==> src/design/rc5_pkg.sv <==
// Shared definitions for the RC5 block encryptor: constants, codes and types.
// Depends on nothing; rc5_mix_unit and rc5_block_encryptor import it.
package rc5_pkg;

    // Default number of rounds and the magic constants of the key schedule.
    localparam int ROUNDS_DEFAULT = 12;
    localparam logic [31:0] MAGIC_P = 32'hB7E1_5163;
    localparam logic [31:0] MAGIC_Q = 32'h9E37_79B9;

    // Configuration register indexes.
    localparam int CFG_INDEX_W = 2;
    localparam logic [CFG_INDEX_W-1:0] REG_KEY_LOW  = 2'd0;
    localparam logic [CFG_INDEX_W-1:0] REG_KEY_HIGH = 2'd1;

    // Command codes carried on s_tuser.
    localparam logic CMD_EXPAND  = 1'b0;
    localparam logic CMD_ENCRYPT = 1'b1;

    // Sequencer states.
    typedef enum logic [2:0] {
        ST_IDLE,
        ST_FILL,
        ST_MIX_RD,
        ST_MIX_A,
        ST_MIX_B,
        ST_ENC_RD,
        ST_ENC,
        ST_DONE
    } rc5_state_t;

    // Control of the shared mixing unit.
    typedef struct packed {
        logic       xor_mode;   // 1: combine with xor, 0: three-operand add
        logic [4:0] amount;     // left rotation amount
    } mix_op_t;

endpackage

==> src/design/rc5_ram.sv <==
// Generic single-write, single-read RAM with a registered read port.
// Depends on nothing.
module rc5_ram #(
    parameter int WIDTH = 32,
    parameter int DEPTH = 26
) (
    input  logic                     aclk,
    input  logic                     we,
    input  logic [$clog2(DEPTH)-1:0] waddr,
    input  logic [WIDTH-1:0]         wdata,
    input  logic [$clog2(DEPTH)-1:0] raddr,
    output logic [WIDTH-1:0]         rdata
);

    logic [WIDTH-1:0] mem [DEPTH];

    // Write port and registered read port.
    always_ff @(posedge aclk) begin
        if (we) begin
            mem[waddr] <= wdata;
        end
        rdata <= mem[raddr];
    end

endmodule

==> src/design/rc5_mix_unit.sv <==
// Shared RC5 arithmetic unit: combine, rotate left, add a round key.
// Depends on rc5_pkg for the operation struct.
module rc5_mix_unit
    import rc5_pkg::*;
(
    input  mix_op_t     op,
    input  logic [31:0] p,
    input  logic [31:0] q,
    input  logic [31:0] r,
    input  logic [31:0] k,
    output logic [31:0] y
);

    logic [31:0] combined;
    logic [63:0] doubled;
    logic [31:0] rotated;

    // Either p ^ q, or the three-operand sum p + q + r (modulo 2^32).
    always_comb begin
        if (op.xor_mode) begin
            combined = p ^ q;
        end else begin
            combined = p + q + r;
        end
    end

    // Rotation through a doubled word; an amount of zero leaves the word as it is.
    assign doubled = {combined, combined} << op.amount;
    assign rotated = doubled[63:32];
    assign y       = rotated + k;

endmodule

==> src/design/rc5_block_encryptor.sv <==
// Top level of the RC5-32 block encryptor: sequencer, key registers and round-key table.
// Depends on rc5_pkg, rc5_ram and rc5_mix_unit.
//
// Usage:
// - Key: write key_low (index 0) and key_high (index 1) on the cfg channel while idle.
// - Input channel s_*: s_tuser carries the command (0 expands the key, 1 encrypts),
//   s_tdata carries the two plaintext words.
// - Result channel m_*: one transaction per input transaction, holding the two cipher
//   words, or zeros after a key expansion.
// - An encryption makes one table read to start, then one half-round per cycle through
//   the single mixing unit, paced by the one read port of the round-key table.
// - A key expansion runs a table fill of one word a cycle, then each of the
//   6*(ROUNDS+1) mixing steps takes two passes through the unit.
// - One item is processed at a time; s_tready is high only while the sequencer idles.
// - The result sits in an output register, so the next item is accepted while it waits;
//   if that item finishes before the result is taken, it holds until m_tready.
// - Reset clears the key registers, and the round-key table reads as zeros until the
//   first key expansion fills it.
module rc5_block_encryptor
    import rc5_pkg::*;
#(
    parameter int ROUNDS = ROUNDS_DEFAULT
) (
    input  logic                   aclk,
    input  logic                   aresetn,
    // Configuration write channel.
    input  logic                   cfg_valid,
    output logic                   cfg_ready,
    input  logic [CFG_INDEX_W-1:0] cfg_index,
    input  logic [63:0]            cfg_data,
    // Input stream.
    input  logic                   s_tvalid,
    output logic                   s_tready,
    input  logic [63:0]            s_tdata,   // word_a [31:0], word_b [63:32]
    input  logic                   s_tuser,   // cmd [0]
    // Result stream.
    output logic                   m_tvalid,
    input  logic                   m_tready,
    output logic [63:0]            m_tdata    // cipher_a [31:0], cipher_b [63:32]
);

    localparam int TABLE_WORDS = 2 * (ROUNDS + 1);
    localparam int MIX_STEPS   = 3 * TABLE_WORDS;
    localparam int IDX_W       = $clog2(TABLE_WORDS);
    localparam int STEP_W      = $clog2(MIX_STEPS);
    localparam logic [IDX_W-1:0]  LAST_IDX  = IDX_W'(TABLE_WORDS - 1);
    localparam logic [STEP_W-1:0] LAST_STEP = STEP_W'(MIX_STEPS - 1);

    rc5_state_t state_reg, state_next;

    logic [63:0]      key_low_reg;
    logic [63:0]      key_high_reg;
    logic             table_valid_reg;
    logic             m_valid_reg;
    logic [31:0]      out_a_reg;
    logic [31:0]      out_b_reg;
    logic             cmd_reg;
    logic [31:0]      a_reg;
    logic [31:0]      b_reg;
    logic [31:0]      kw_reg [4];
    logic [1:0]       u_reg;
    logic [IDX_W-1:0] idx_reg;
    logic [STEP_W-1:0] step_reg;

    logic             s_accept;
    logic             out_free;
    logic [IDX_W-1:0] idx_wrap;
    logic             first_pair;

    logic             ram_we;
    logic [IDX_W-1:0] ram_waddr;
    logic [31:0]      ram_wdata;
    logic [IDX_W-1:0] ram_raddr;
    logic [31:0]      ram_rdata;
    logic [31:0]      round_key;

    mix_op_t          mix_op;
    logic [31:0]      mix_p;
    logic [31:0]      mix_q;
    logic [31:0]      mix_r;
    logic [31:0]      mix_k;
    logic [31:0]      mix_y;

    assign cfg_ready = 1'b1;
    assign s_tready  = (state_reg == ST_IDLE);
    assign s_accept  = s_tvalid && s_tready;
    assign out_free  = !m_valid_reg || m_tready;
    assign m_tvalid  = m_valid_reg;
    assign m_tdata   = {out_b_reg, out_a_reg};

    assign idx_wrap   = (idx_reg == LAST_IDX) ? '0 : idx_reg + 1'b1;
    assign first_pair = (idx_reg[IDX_W-1:1] == '0);

    // The table reads as zeros until the first expansion has filled it.
    assign round_key = table_valid_reg ? ram_rdata : 32'd0;

    rc5_ram #(
        .WIDTH (32),
        .DEPTH (TABLE_WORDS)
    ) u_table (
        .aclk  (aclk),
        .we    (ram_we),
        .waddr (ram_waddr),
        .wdata (ram_wdata),
        .raddr (ram_raddr),
        .rdata (ram_rdata)
    );

    rc5_mix_unit u_mix (
        .op (mix_op),
        .p  (mix_p),
        .q  (mix_q),
        .r  (mix_r),
        .k  (mix_k),
        .y  (mix_y)
    );

    // Next-state logic of the sequencer.
    always_comb begin
        state_next = state_reg;
        unique case (state_reg)
            ST_IDLE: begin
                if (s_accept) begin
                    state_next = (s_tuser == CMD_ENCRYPT) ? ST_ENC_RD : ST_FILL;
                end
            end
            ST_FILL: begin
                if (idx_reg == LAST_IDX) begin
                    state_next = ST_MIX_RD;
                end
            end
            ST_MIX_RD: state_next = ST_MIX_A;
            ST_MIX_A:  state_next = ST_MIX_B;
            ST_MIX_B: begin
                state_next = (step_reg == LAST_STEP) ? ST_DONE : ST_MIX_A;
            end
            ST_ENC_RD: state_next = ST_ENC;
            ST_ENC: begin
                if (idx_reg == LAST_IDX) begin
                    state_next = ST_DONE;
                end
            end
            ST_DONE: begin
                if (out_free) begin
                    state_next = ST_IDLE;
                end
            end
            default: state_next = ST_IDLE;
        endcase
    end

    // Table port and mixing-unit operands for each state.
    always_comb begin
        ram_we        = 1'b0;
        ram_waddr     = idx_reg;
        ram_wdata     = mix_y;
        ram_raddr     = idx_reg;
        mix_op.xor_mode = 1'b0;
        mix_op.amount   = 5'd0;
        mix_p         = a_reg;
        mix_q         = 32'd0;
        mix_r         = 32'd0;
        mix_k         = 32'd0;
        unique case (state_reg)
            ST_FILL: begin
                // The current word is written while the unit steps it on by Q.
                ram_we    = 1'b1;
                ram_wdata = a_reg;
                mix_q     = MAGIC_Q;
            end
            ST_MIX_A: begin
                // A = rotl(S[t] + A + B, 3), written back to the table.
                ram_we        = 1'b1;
                mix_p         = round_key;
                mix_q         = a_reg;
                mix_r         = b_reg;
                mix_op.amount = 5'd3;
            end
            ST_MIX_B: begin
                // B = rotl(L[u] + A + B, A + B); fetch the next table word meanwhile.
                mix_p         = kw_reg[u_reg];
                mix_q         = a_reg;
                mix_r         = b_reg;
                mix_op.amount = a_reg[4:0] + b_reg[4:0];
                ram_raddr     = idx_wrap;
            end
            ST_ENC: begin
                ram_raddr = idx_wrap;
                mix_k     = round_key;
                if (first_pair) begin
                    // Whitening: plain add of the first two round keys.
                    mix_p = idx_reg[0] ? b_reg : a_reg;
                end else if (!idx_reg[0]) begin
                    mix_op.xor_mode = 1'b1;
                    mix_op.amount   = b_reg[4:0];
                    mix_p           = a_reg;
                    mix_q           = b_reg;
                end else begin
                    mix_op.xor_mode = 1'b1;
                    mix_op.amount   = a_reg[4:0];
                    mix_p           = b_reg;
                    mix_q           = a_reg;
                end
            end
            ST_IDLE, ST_MIX_RD, ST_ENC_RD, ST_DONE: begin
                ram_raddr = '0;
            end
            default: begin
                ram_raddr = '0;
            end
        endcase
    end

    // Control registers.
    always_ff @(posedge aclk) begin
        if (!aresetn) begin
            state_reg       <= ST_IDLE;
            key_low_reg     <= 64'd0;
            key_high_reg    <= 64'd0;
            table_valid_reg <= 1'b0;
            m_valid_reg     <= 1'b0;
        end else begin
            state_reg <= state_next;
            if (cfg_valid && cfg_ready) begin
                if (cfg_index == REG_KEY_LOW) begin
                    key_low_reg <= cfg_data;
                end else if (cfg_index == REG_KEY_HIGH) begin
                    key_high_reg <= cfg_data;
                end
            end
            if (state_reg == ST_FILL && idx_reg == LAST_IDX) begin
                table_valid_reg <= 1'b1;
            end
            if (state_reg == ST_DONE && out_free) begin
                m_valid_reg <= 1'b1;
            end else if (m_tready) begin
                m_valid_reg <= 1'b0;
            end
        end
    end

    // Datapath registers.
    always_ff @(posedge aclk) begin
        unique case (state_reg)
            ST_IDLE: begin
                if (s_accept) begin
                    cmd_reg  <= s_tuser;
                    idx_reg  <= '0;
                    step_reg <= '0;
                    u_reg    <= 2'd0;
                    if (s_tuser == CMD_ENCRYPT) begin
                        a_reg <= s_tdata[31:0];
                        b_reg <= s_tdata[63:32];
                    end else begin
                        a_reg     <= MAGIC_P;
                        kw_reg[0] <= key_low_reg[31:0];
                        kw_reg[1] <= key_low_reg[63:32];
                        kw_reg[2] <= key_high_reg[31:0];
                        kw_reg[3] <= key_high_reg[63:32];
                    end
                end
            end
            ST_FILL: begin
                idx_reg <= idx_wrap;
                if (idx_reg == LAST_IDX) begin
                    a_reg <= 32'd0;
                    b_reg <= 32'd0;
                end else begin
                    a_reg <= mix_y;
                end
            end
            ST_MIX_A: begin
                a_reg <= mix_y;
            end
            ST_MIX_B: begin
                b_reg         <= mix_y;
                kw_reg[u_reg] <= mix_y;
                u_reg         <= u_reg + 2'd1;
                idx_reg       <= idx_wrap;
                step_reg      <= step_reg + 1'b1;
            end
            ST_ENC: begin
                idx_reg <= idx_wrap;
                if (idx_reg[0]) begin
                    b_reg <= mix_y;
                end else begin
                    a_reg <= mix_y;
                end
            end
            ST_DONE: begin
                if (out_free) begin
                    out_a_reg <= (cmd_reg == CMD_ENCRYPT) ? a_reg : 32'd0;
                    out_b_reg <= (cmd_reg == CMD_ENCRYPT) ? b_reg : 32'd0;
                end
            end
            ST_MIX_RD, ST_ENC_RD: begin
            end
            default: begin
            end
        endcase
    end

endmodule
==> config.mk <==
export PLATFORM = sky130hd
export DESIGN_NAME = rc5_block_encryptor
export DESIGN_NICKNAME = d
export VERILOG_FILES = /design/src/design/rc5_pkg.sv /design/src/design/rc5_ram.sv /design/src/design/rc5_mix_unit.sv /design/src/design/rc5_block_encryptor.sv
export SDC_FILE = /design/constraint.sdc
export NUM_CORES = 2
export LEC_CHECK = 0
export BUFFER_PORTS_ARGS = -buffer_cell sky130_fd_sc_hd__buf_2
export CORE_ASPECT_RATIO = 0.75
export CORE_MARGIN = 4
export CORE_UTILIZATION = 56
export DETAILED_ROUTE_END_ITERATION = 6
export MAX_ROUTING_LAYER = met4
export PLACE_DENSITY = 0.76
export SKIP_LAST_GASP = 1
export SLEW_MARGIN = 20
export SYNTH_ARGS = -nofsm -noshare
export SYNTH_HDL_FRONTEND = slang
export SYNTH_HIERARCHICAL = 1
export SYNTH_SLANG_ARGS = --single-unit
==> constraint.sdc <==
create_clock -name aclk -period 9.2 [get_ports aclk]
set_input_delay 1.84 -clock aclk [delete_from_list [all_inputs] [get_ports aclk]]
set_output_delay 1.84 -clock aclk [all_outputs]
set_load 0.02 [all_outputs]
==> summary.txt <==
Timing
  • Final period utilization: 0.982
  • Final TNS setup: 0 ps
  • Unrepaired setup endpoints after global routing: yes
  • Worst clock skew: 34.3 ps
  • Number of pins with negative max-slew slack in the final report: 0
  • Number of hold violations in the final report: 0
  • Max Freq: 111 MHz
  • Transition time at the pin with the least slew margin: 1230 ps
  • Normalized max-slew margin: 0.173
  • Final-report setup violation count: 0
  • Clock period minus final worst setup slack: 9040 ps

CTS
  • Count of clock tree sinks: 1270
  • Reg clk slew, reported paths: 70 ps
  • H-tree depth: 3
  • Clk_lat worst skew: 740 ps
  • Hold Buf Count CTS: 0
  • Maximum clock insertion buffer count: 3
  • Buffer cell driving the clock tree root: clkbuf_16
  • CTS Buf Count: 114
  • TritonCTS clock tree: done

Worst setup path
  • Sum of buffers and inverters on the critical path: 4
  • Slowest stage cell on the critical path: mux4_2
  • Setup CP Type: reg2reg
  • Data arrival time of the worst path: 9470 ps
  • Worst reg-to-reg setup slack: 160 ps
  • CP top delay family: compound AO/OA/AOI/OAI gates
  • Library cell appearing most often on the critical path: buf_4
  • R2r endpoint: kw_reg[2][22]$_DFFE_PP_
  • Reg-to-reg startpoint: idx_reg[1]$_SDFFCE_PN0P_
  • Setup crit end kind: flop
  • Stages on the worst setup path: 36
  • Cells on worst reg2reg path: 36
  • Worst Path Required: 9640 ps
  • Startpoint class of the critical path: flop
  • Maximum net fanout on the critical path: 20
  • Critical path's largest stage delay: 520 ps

Hold path
  • Startpoint of the lowest-slack hold path: key_low_reg[49]$_SDFFE_PN0P_
  • WHS Path Cells: 2
  • Worst min-delay path category: reg2reg
  • Hold EP: key_low_reg[49]$_SDFFE_PN0P_

Cells and area
  • Final net count: 5055
  • Post-synthesis to final-layout area growth: 15.0%
  • Ratio of cells with drive above 1 in the final layout: 0.243
  • Fill cells: 7613
  • Max FFs per register: 832

Run status
  • Status: finished, final reports clean

Routing
  • Number of routed nets with antenna violations: 0
  • Drt pass-1 iters: 6
  • Detailed Route WL: 188000 um
  • Drt wl/cell: 29.8 um
  • DRC violation total after the first TritonRoute iteration: 5715
  • Detailed-route via count: 40900
  • Remaining design rule violation count: 0
  • Via-per-instance ratio: 6.48

Yosys
  • Syn Inst Count: 4423
  • Synth Register Bits: 1270
  • Total nets after synthesis: 4695
  • Cell area after synthesis: 60300 um2
  • Number of distinct library cells after synthesis: 104
  • Post-synth EDFFs: 1103
  • Top flip-flop cell by instance count after synthesis: edfxtp_1
  • Post-Syn Area per Cell: 13.6 um2
  • Sequential share of the synthesized area: 0.605
  • Yosys synthesis warning count: 6
  • Share of synthesized registers carrying an async set or reset: 0

Place
  • Count of input and output buffers: 201
  • GP Congestion: 0.986
  • Final HPWL from detailed placement: 124000 um

Global routing
  • GRT Resource Usage Total: 0.336
  • Via count of the first global-routing pass: 38800
  • Global-route wire length before repair: 269000 um
  • Leftover overflow at the end of global routing: 0
  • Antenna violations before repair: 14
  • Maximum number of pins on one net before global-route repair: 103

Floorplanning
  • Die width: 387 um
  • Io pins: 203
  • Floorplan die area: 113000 um2
  • Starting utilization of the core area: 0.568
  • Die extent in y: 292 um
  • Placeable core region: 106000 um2
  • Row cnt: 103

Job
  • MaxCap Viol Count: 0
==> tightest hold or removal path, delay by kind of cell, from the launching register on <==
kind	cells	cell delay, ps
and+or+nand+nor	1	40
AOI/OAI and AO/OA	1	60
DFF	1	310
==> area by class of cell <==
type,instances,area (um2),share of cell area
flip-flops and latches,1270,36500,0.526
clock buffers,151,3110,0.0449
inverters,74,278,0.00401
clock inverters,65,857,0.0124
multi-input cells,2794,23100,0.333
diodes,13,32.5,0.000469
well taps,1417,1770,0.0256
repair buffers,529,3740,0.0540
==> routing by layer <==
metal | vias to the layer above | track usage | share of wire | routed length (um)
met2 | 2601 | 0.453 | 0.42 | 78600
met4 | 0 | 0.115 | 0.037 | 6900
li1 | 17500 | - | - | -
met1 | 20500 | 0.485 | 0.40 | 76000
met3 | 386 | 0.104 | 0.14 | 26700
met5 | - | - | 0 | 0
==> metrics by stage <==
stage / instances / worst slack (ps) / hold slack (ps) / utilization / area, um2
6_report: 6313 / 164 / 462 / 0.654 / 69300
5_1_grt: 6310 / -112 / 480 / 0.654 / 69300
4_1_cts: 6290 / 3.64 / 466 / 0.648 / 68800
3_5_place_dp: 6074 / -102 / 457 / 0.610 / 64700
3_3_place_gp: 6074 / 10.2 / 450 / 0.610 / 64700
2_1_floorplan: 4423 / 221 / 439 / - / 60300
==> worst max path at each step <==
| stage | slack (ps) | end | start |
|---|---|---|---|
| finish | 160 | kw_reg[2][22]$_DFFE_PP_ | idx_reg[1]$_SDFFCE_PN0P_ |
| global route | -110 | kw_reg[3][31]$_DFFE_PP_ | idx_reg[1]$_SDFFCE_PN0P_ |
| CTS | 4 | kw_reg[3][31]$_DFFE_PP_ | idx_reg[4]$_SDFFCE_PN0P_ |
| detailed placement | -100 | u_table/mem[1][31]$_DFFE_PP_ | idx_reg[4]$_SDFFCE_PN0P_ |
| global placement | 10 | u_table/mem[0][31]$_DFFE_PP_ | idx_reg[4]$_SDFFCE_PN0P_ |
| floorplan | 220 | u_table/mem[0][31]$_DFFE_PP_ | idx_reg[4]$_SDFFCE_PN0P_ |
==> cell usage after synthesis (27+ instances only) <==
library cell / number / area, um2
a21boi_0: 132 / 991
a21o_1: 42 / 315
a21oi_1: 111 / 556
a22o_1: 60 / 526
a22oi_1: 45 / 338
a31oi_1: 27 / 169
and2_1: 128 / 801
buf_1: 27 / 101
buf_2: 49 / 245
clkbuf_1: 167 / 627
dfxtp_1: 167 / 3340
edfxtp_1: 1103 / 33100
fa_1: 34 / 681
ha_1: 102 / 1280
inv_1: 72 / 270
mux2_2: 114 / 1280
mux2i_1: 242 / 2420
mux4_1: 32 / 841
mux4_2: 153 / 3450
nand2_1: 669 / 2510
nand3_1: 46 / 230
nor2_1: 184 / 691
nor2b_1: 45 / 282
o21ai_0: 147 / 736
o311ai_1: 33 / 289
xnor2_1: 43 / 377
==> logic make-up (layout without fill, tap and decap cells) <==
family	Yosys count	after routing	synth area share
other cells	1	14	0.0000622
fa+ha+maj	136	136	0.0325
buf+inv	359	819	0.0270
xor+xnor	64	64	0.00930
simple gates	1187	1187	0.0884
compound gates	859	859	0.104
mux	547	547	0.134
flops	1270	1270	0.605
==> cells in the final DEF, fill, tap and decap left out, types with 18 or more instances in the layout <==
cell       instances
edfxtp_1        1103
nand2_1          667
buf_4            307
mux2i_1          228
buf_2            200
dfxtp_1          165
nor2_1           156
mux4_2           153
o21ai_0          135
a21boi_0         132
and2_1           127
clkbuf_16        116
mux2_2           113
a21oi_1          100
ha_1              90
inv_1             72
a22o_1            60
nand3_1           46
a22oi_1           45
a21o_1            42
nor2b_1           42
xnor2_1           35
o311ai_1          33
fa_1              32
mux4_1            32
nor2_4            28
clkbuf_1          26
a221o_1           25
a31oi_1           25
o21ai_2           25
o211ai_1          25
a211oi_1          20
buf_12            20
xor2_1            19
o21ai_1           19
o211ai_2          19
o2bb2ai_1         18
o22a_1            18
==> what timing repair did <==
item                                    4_1_cts  5_1_grt
pin swaps                                     1       30
endpoints found under the hold margin         0        0
gates cloned                                  0        1
endpoints found under the setup margin       89      438
buffers inserted                              0        9
gates resized for setup                       6       83
Power is left out: the tool's default activity adds up to more than one toggle a clock period on the data nets, which glitch-free logic cannot reach.
